**src/rtl/rlkf_pkg.sv**
```systemverilog
// ----------------------------------------------------------------------------
// Reverse line keyword filter package
// Shared widths, register indexes and the window cell control struct.
// ----------------------------------------------------------------------------
package rlkf_pkg;

	localparam int KEY_BYTES   = 16;
	localparam int KEY_LEN_W   = 5;
	localparam int OFFSET_BITS = 32;
	localparam int END_BITS    = OFFSET_BITS + 1;
	localparam int CFG_DATA_W  = 64;
	localparam int CFG_INDEX_W = 2;

	localparam logic [7:0] NEWLINE_CHAR = 8'h0A;

	typedef enum logic [CFG_INDEX_W-1:0] {
		REG_KEYWORD_LOW    = 2'd0,
		REG_KEYWORD_HIGH   = 2'd1,
		REG_KEYWORD_LENGTH = 2'd2,
		REG_MAX_MATCHES    = 2'd3
	} cfg_reg_t;

	// Per-cycle command broadcast to every window cell.
	typedef struct packed {
		logic shift;
		logic clear;
	} cell_ctl_t;

endpackage

```
**src/rtl/reverse_line_keyword_filter_top.sv**
```systemverilog
// ----------------------------------------------------------------------------
// Reverse line keyword filter
// Finds lines holding a fixed keyword while the file streams in backward.
// ----------------------------------------------------------------------------
// The block takes one byte per clock cycle and reports a matching line in the
// cycle after the transfer that closes it (the preceding newline or the
// file-start byte). The lookahead window is a row of MAX_KEY cells that
// shift on every non-newline byte; all cells compare against the keyword
// at once, so the whole keyword test fits in the cycle of the byte that
// starts it. A one-entry output register holds each result; input transfers
// go on back to back and stall only while a result waits for out_ready.
// After the match limit or the file-start byte, further input is taken and
// dropped. Configuration writes must happen while the block is idle.
module reverse_line_keyword_filter_top #(
	parameter int MAX_KEY = 16
) (
	input  logic                                 clk,
	input  logic                                 arst_n,
	input  logic                                 cfg_we,
	input  logic [rlkf_pkg::CFG_INDEX_W-1:0]     cfg_index,
	input  logic [rlkf_pkg::CFG_DATA_W-1:0]      cfg_data,
	input  logic                                 in_valid,
	output logic                                 in_ready,
	input  logic [7:0]                           data_byte,
	input  logic [rlkf_pkg::OFFSET_BITS-1:0]     byte_offset,
	input  logic                                 is_file_start,
	output logic                                 out_valid,
	input  logic                                 out_ready,
	output logic [rlkf_pkg::OFFSET_BITS-1:0]     line_start,
	output logic [rlkf_pkg::END_BITS-1:0]        line_end,
	output logic                                 search_done
);
	import rlkf_pkg::*;

	localparam logic [KEY_LEN_W-1:0] MAX_KEY_N = KEY_LEN_W'(MAX_KEY);

	// Configuration registers
	logic [63:0]          keyword_low_q;
	logic [63:0]          keyword_high_q;
	logic [KEY_LEN_W-1:0] keyword_length_q;
	logic [7:0]           max_matches_q;

	always_ff @(posedge clk or negedge arst_n) begin
		if (!arst_n) begin
			keyword_low_q    <= '0;
			keyword_high_q   <= '0;
			keyword_length_q <= KEY_LEN_W'(1);
			max_matches_q    <= 8'd5;
		end else if (cfg_we) begin
			unique case (cfg_reg_t'(cfg_index))
				REG_KEYWORD_LOW:    keyword_low_q    <= cfg_data;
				REG_KEYWORD_HIGH:   keyword_high_q   <= cfg_data;
				REG_KEYWORD_LENGTH: keyword_length_q <= cfg_data[KEY_LEN_W-1:0];
				REG_MAX_MATCHES:    max_matches_q    <= cfg_data[7:0];
				default: ;
			endcase
		end
	end

	logic [8*KEY_BYTES-1:0] key_bytes;
	logic [KEY_LEN_W-1:0]   key_n;
	logic [7:0]             limit;

	assign key_bytes = {keyword_high_q, keyword_low_q};

	always_comb begin
		key_n = keyword_length_q;
		if (key_n == '0) begin
			key_n = KEY_LEN_W'(1);
		end
		if (key_n > MAX_KEY_N) begin
			key_n = MAX_KEY_N;
		end
		limit = (max_matches_q == 8'd0) ? 8'd1 : max_matches_q;
	end

	// Search state
	logic                   started_q;
	logic                   finished_q;
	logic                   line_matched_q;
	logic [END_BITS-1:0]    line_end_q;
	logic [7:0]             lines_found_q;

	logic                   out_valid_q;
	logic [OFFSET_BITS-1:0] line_start_q;
	logic [END_BITS-1:0]    line_end_out_q;
	logic                   search_done_q;

	logic accept;
	logic work;

	assign in_ready = !out_valid_q || out_ready;
	assign accept   = in_valid && in_ready;
	assign work     = accept && !finished_q;

	// Window cell row
	cell_ctl_t          ctl;
	logic [7:0]         chain_byte  [MAX_KEY+1];
	logic [MAX_KEY:0]   chain_valid;
	logic [MAX_KEY-1:0] cell_ok;
	logic               is_nl;

	assign is_nl          = data_byte == NEWLINE_CHAR;
	assign ctl.shift      = work && !is_nl;
	assign ctl.clear      = work && is_nl;
	assign chain_byte[0]  = data_byte;
	assign chain_valid[0] = 1'b1;

	for (genvar i = 0; i < MAX_KEY; i++) begin : g_cell
		logic [7:0] kb;
		logic       act;
		if (i + 1 < KEY_BYTES) begin : g_key
			assign kb  = key_bytes[8*(i+1) +: 8];
			assign act = KEY_LEN_W'(i + 1) < key_n;
		end else begin : g_nokey
			assign kb  = 8'h00;
			assign act = 1'b0;
		end
		rlkf_cell u_cell (
			.clk        (clk),
			.arst_n     (arst_n),
			.ctl        (ctl),
			.prev_byte  (chain_byte[i]),
			.prev_valid (chain_valid[i]),
			.key_byte   (kb),
			.active     (act),
			.cell_byte  (chain_byte[i+1]),
			.cell_valid (chain_valid[i+1]),
			.ok         (cell_ok[i])
		);
	end

	// Line bookkeeping for the byte in this transfer
	logic [END_BITS-1:0]    off_ext;
	logic [END_BITS-1:0]    off_plus1;
	logic [END_BITS-1:0]    cur_end;
	logic                   match;
	logic                   matched_now;
	logic                   emit;
	logic                   done;
	logic [7:0]             found_next;
	logic [OFFSET_BITS-1:0] start_val;

	always_comb begin
		off_ext     = {1'b0, byte_offset};
		off_plus1   = off_ext + END_BITS'(1);
		cur_end     = started_q ? line_end_q : off_plus1;
		match       = !is_nl && (data_byte == key_bytes[7:0]) && (&cell_ok);
		matched_now = line_matched_q || match;
		emit        = is_nl ? line_matched_q : (is_file_start && matched_now);
		start_val   = is_nl ? off_plus1[OFFSET_BITS-1:0] : byte_offset;
		found_next  = lines_found_q + {7'd0, emit};
		done        = (emit && (found_next >= limit)) || is_file_start;
	end

	always_ff @(posedge clk or negedge arst_n) begin
		if (!arst_n) begin
			started_q      <= 1'b0;
			finished_q     <= 1'b0;
			line_matched_q <= 1'b0;
			line_end_q     <= '0;
			lines_found_q  <= '0;
		end else if (work) begin
			started_q      <= 1'b1;
			finished_q     <= done;
			lines_found_q  <= found_next;
			line_end_q     <= is_nl ? off_ext : cur_end;
			line_matched_q <= is_nl ? 1'b0 : (matched_now && !is_file_start);
		end
	end

	// Output register
	always_ff @(posedge clk or negedge arst_n) begin
		if (!arst_n) begin
			out_valid_q <= 1'b0;
		end else if (work && (emit || done)) begin
			out_valid_q <= 1'b1;
		end else if (out_ready) begin
			out_valid_q <= 1'b0;
		end
	end

	always_ff @(posedge clk) begin
		if (work && (emit || done)) begin
			line_start_q   <= emit ? start_val : '0;
			line_end_out_q <= emit ? cur_end : '0;
			search_done_q  <= done;
		end
	end

	assign out_valid   = out_valid_q;
	assign line_start  = line_start_q;
	assign line_end    = line_end_out_q;
	assign search_done = search_done_q;

endmodule

```
**src/rtl/rlkf_cell.sv**
```systemverilog
// ----------------------------------------------------------------------------
// Window cell
// Holds one byte of the lookahead window, hands it to its neighbor on every
// shift and checks it against its keyword byte.
// ----------------------------------------------------------------------------
module rlkf_cell (
	input  logic              clk,
	input  logic              arst_n,
	input  rlkf_pkg::cell_ctl_t ctl,
	input  logic [7:0]        prev_byte,
	input  logic              prev_valid,
	input  logic [7:0]        key_byte,
	input  logic              active,
	output logic [7:0]        cell_byte,
	output logic              cell_valid,
	output logic              ok
);
	import rlkf_pkg::*;

	logic [7:0] byte_q;
	logic       valid_q;

	always_ff @(posedge clk or negedge arst_n) begin
		if (!arst_n) begin
			valid_q <= 1'b0;
		end else if (ctl.clear) begin
			valid_q <= 1'b0;
		end else if (ctl.shift) begin
			valid_q <= prev_valid;
		end
	end

	always_ff @(posedge clk) begin
		if (ctl.shift) begin
			byte_q <= prev_byte;
		end
	end

	// A cell beyond the keyword length never blocks a match.
	assign ok         = !active || (valid_q && (byte_q == key_byte));
	assign cell_byte  = byte_q;
	assign cell_valid = valid_q;

endmodule

```
**config.mk**
```make
export PLATFORM = sky130hd
export DESIGN_NAME = reverse_line_keyword_filter_top
export DESIGN_NICKNAME = d
export VERILOG_FILES = /design/src/rtl/rlkf_pkg.sv /design/src/rtl/reverse_line_keyword_filter_top.sv /design/src/rtl/rlkf_cell.sv
export SDC_FILE = /design/constraint.sdc
export NUM_CORES = 1
export LEC_CHECK = 0
export ABC_AREA = 1
export BUFFER_PORTS_ARGS = -buffer_cell sky130_fd_sc_hd__buf_2
export CAP_MARGIN = 20
export CELL_PAD_IN_SITES_DETAIL_PLACEMENT = 0
export CELL_PAD_IN_SITES_GLOBAL_PLACEMENT = 1
export CORE_MARGIN = 3
export CORE_UTILIZATION = 46
export DETAILED_ROUTE_END_ITERATION = 8
export PLACE_DENSITY = 0.86
export SYNTH_ARGS = -nofsm -noshare
export SYNTH_HDL_FRONTEND = slang
export SYNTH_SLANG_ARGS = --single-unit
```
**constraint.sdc**
```tcl
create_clock -name clk -period 8.5 [get_ports clk]
set_clock_uncertainty 0.1 [all_clocks]
set_input_delay 1.275 -clock clk [delete_from_list [all_inputs] [get_ports clk]]
set_output_delay 1.275 -clock clk [all_outputs]
set_load 0.01 [all_outputs]
```
==> results.md <==
* Longest Clk Path Bufs at 3
* Reg2Reg Capture Point: search_done
* H-tree depth at 2
* Reg2reg start: g_cell[4].u_cell.cell_byte[1]
* Global route overflow at 0
* Share of post-route cells with drive strength above 1 at 0.1379
* Fin crit period at 4.604 ns
* Crit path buf inv count at 6
* Hold Path Depth at 0
* Worst EP arrival at 4.82 ns
* Syn Inst Count at 1,881
* Synthesized cell area at 17,690 um2
* Setup bufs post-CTS at 0
* Syn_nets at 2,004
* CP peak stage delay at 0.33 ns
* Hold Path Class: flop to flop
* Worst path most repeated cell: nand2_1
* Tot GR Track Use at 0.2187
* Worst relative slew slack at 0.2994
* Area Overhead vs Synth at 15.35%
* Chip height at 202.1 um
* DRC at 0
* VDD IR max at 0.1381 mV
* First-pass GRT wire length at 70,200 um
* Post-synth EDFFs at 186
* Via count at 13.29k
* Footprint of the multi-input gates at 5768 um2
* Initial antenna violation count at 2
* R2R setup slack at 4.52 ns
* Initial Util at 0.4686
* Boundary Pins at 180
* R2R depth at 24
* Worst Setup EP: search_done
* Filler instances at 3,384
* Root Buffer: clkbuf_16
* CTS buffer count at 41
* Leakage at 9.336 nW
* Cell with the most instances after synthesis: nand2_1
* Core Area at 37,760 um2
* Via/cell ratio at 5.113
* Skew-Pair Late Insertion Delay at 0.57 ns
* Flops & latches, synth at 387
* Top delay family on crit path: simple AND/OR/NAND/NOR gates
* Vias in the first global route at 12.84k
* Setup TNS at 0 ns
* Crit end category: flop
* Synth area leader: edfxtp_1
* Number of hold buffers added after CTS at 0
* Sequential area share after synthesis at 0.6003
* Max Slew Vio Count at 0
* Crit-path slowest cell: buf_4
* Yosys Warn Count at 0
* F_max at 217.2 MHz
* Fin. Hold Viols at 0
* Synth area leaders: edfxtp_1, dfrtp_1, nand2_1, inv_1, o21ai_0
* Worst Path Required at 8.72 ns
* Main synth FF type: dfrtp_1
* RePlAce Congestion at 0.8855
* Final Cycle Share at 0.5417
* Unrepaired setup endpoints after global routing: false
* Total Wirelength at 44,730 um
* Pin count of the biggest net entering global routing at 119
* Crit Path Category: input port to flop
* Die Wd at 202.1 um
* Synth Area per Inst at 9.405 um2
* Place WS at 3.378 ns
* DRT iter0 DRCs at 1,091
* Cell Rows at 71
* Antenna Violating Nets Remaining at 0
* Storage element area at 10,620 um2
* CP max FO at 66
* Outcome: completed
* CTS resizes at 0
* Distinct cells, synth at 38
* Port bufs at 179
* CP Launch Point: data_byte[5]
* Total die area at 40,850 um2
* DRT Pass-1 Iters at 5
* Crit start category: input port
* Fin worst setup slack at 3.896 ns
* Max Cap Viol at 0
* Pin slew with the least headroom to its limit at 1.044 ns
* Setup Viol. Count Final at 0
* Nets at 2,178
* Placed wire-length estimate at 31,160 um
* Clock transition at the registers of the reported paths at 0.06 ns
* CTS tree: done
* Ys async rst share at 0.5194
* Cell count along the critical path at 27
* Post-synth top area share at 0.3157
* Pwr dens at 209.0 nW/um2
* CTS sink cnt at 387
* DR WL/cell at 17.21 um
* Synth cell count leaders: nand2_1, inv_1, o21ai_0
==> registers in the layout, indices dropped and copies added (netlist names), 5 cells and up <==
register                  count
line_start                   32
max_matches_q                 8
g_cell.u_cell.cell_valid     15
keyword_length_q              5
g_cell.u_cell.cell_byte     120
line_end_q                   33
line_end                     33
keyword_low_q                64
keyword_high_q               64
lines_found_q                 8
==> layout make-up <==
class,instances,area share
antenna,1,0.0001226
clock buffer,61,0.05647
clock inverter,15,0.006193
inverter,287,0.05279
multi-input combinational,1146,0.2826
sequential,387,0.5204
tap,511,0.03133
timing repair buffer,192,0.05009
==> power breakdown <==
group	internal (W)	switching [W]
Clock	0.000977	0.000739
Sequential	0.00206	0.0000901
Combinational	0.000159	0.000237
==> worst min-delay path by stage <==
stage                                         from                              to
floorplan           g_cell[10].u_cell.cell_byte[5]  g_cell[11].u_cell.cell_byte[5]
finish              g_cell[10].u_cell.cell_byte[5]  g_cell[11].u_cell.cell_byte[5]
CTS                 g_cell[10].u_cell.cell_byte[5]  g_cell[11].u_cell.cell_byte[5]
detailed placement  g_cell[10].u_cell.cell_byte[5]  g_cell[11].u_cell.cell_byte[5]
global placement    g_cell[10].u_cell.cell_byte[5]  g_cell[11].u_cell.cell_byte[5]
global route        g_cell[10].u_cell.cell_byte[5]  g_cell[11].u_cell.cell_byte[5]
==> per-layer routing <==
metal  vias to the layer above  track usage  wire (um)
met5                         -            0          0
met4                         0      0.05444        870
met3                        62      0.03930       3168
met2                       436       0.3367      20350
met1                      6355       0.3247      20350
li1                       6440            -          -
==> layout by cell type (no fill, tap or decap), types with 4 or more instances in the layout <==
master     count
a21oi_1       26
buf_2        178
buf_4         12
clkbuf_1      16
clkbuf_16     42
clkbuf_8       4
clkinv_1       9
clkinv_2       6
dfrtp_1      198
edfxtp_1     186
ha_1          11
inv_1        274
inv_2          8
mux2i_1       17
nand2_1      443
nand3_1       48
nand4_1       26
nor2_1       158
nor2_2         5
nor3_1        22
o211ai_1       8
o21ai_0      200
o21ai_1        5
o21bai_1      11
o221ai_1      15
o22ai_1       26
or2_2         14
xnor2_1       40
xor2_1        49
==> cells by family (layout without fill, tap and decap cells) <==
| family | after synthesis | count (layout) | share of synthesized area |
|---|---|---|---|
| adder cells (fa/ha/maj) | 11 | 11 | 0.007780 |
| flip-flops | 387 | 387 | 0.6003 |
| other | 0 | 1 | 0 |
| XOR/XNOR | 89 | 89 | 0.04406 |
| AND/OR/NAND/NOR | 733 | 733 | 0.1695 |
| buffers and inverters | 348 | 555 | 0.07638 |
| AO/OA/AOI/OAI | 296 | 296 | 0.09237 |
| multiplexers | 17 | 17 | 0.009619 |
==> per-stage QoR <==
stage	util	instance area (um2)	power [W]	instances	hold WS, ns
4_1_cts	0.5397	20380	0.004303	2598	0.3260
3_3_place_gp	0.5058	19100	0.002569	2522	0.3418
5_1_grt	0.5405	20410	0.004454	2600	0.3380
2_1_floorplan	-	17690	0.002434	1881	0.3264
6_report	0.5405	20410	0.004265	2600	0.3319
3_5_place_dp	0.5058	19100	0.002584	2522	0.3393
Power figures use the tool's default switching activity.
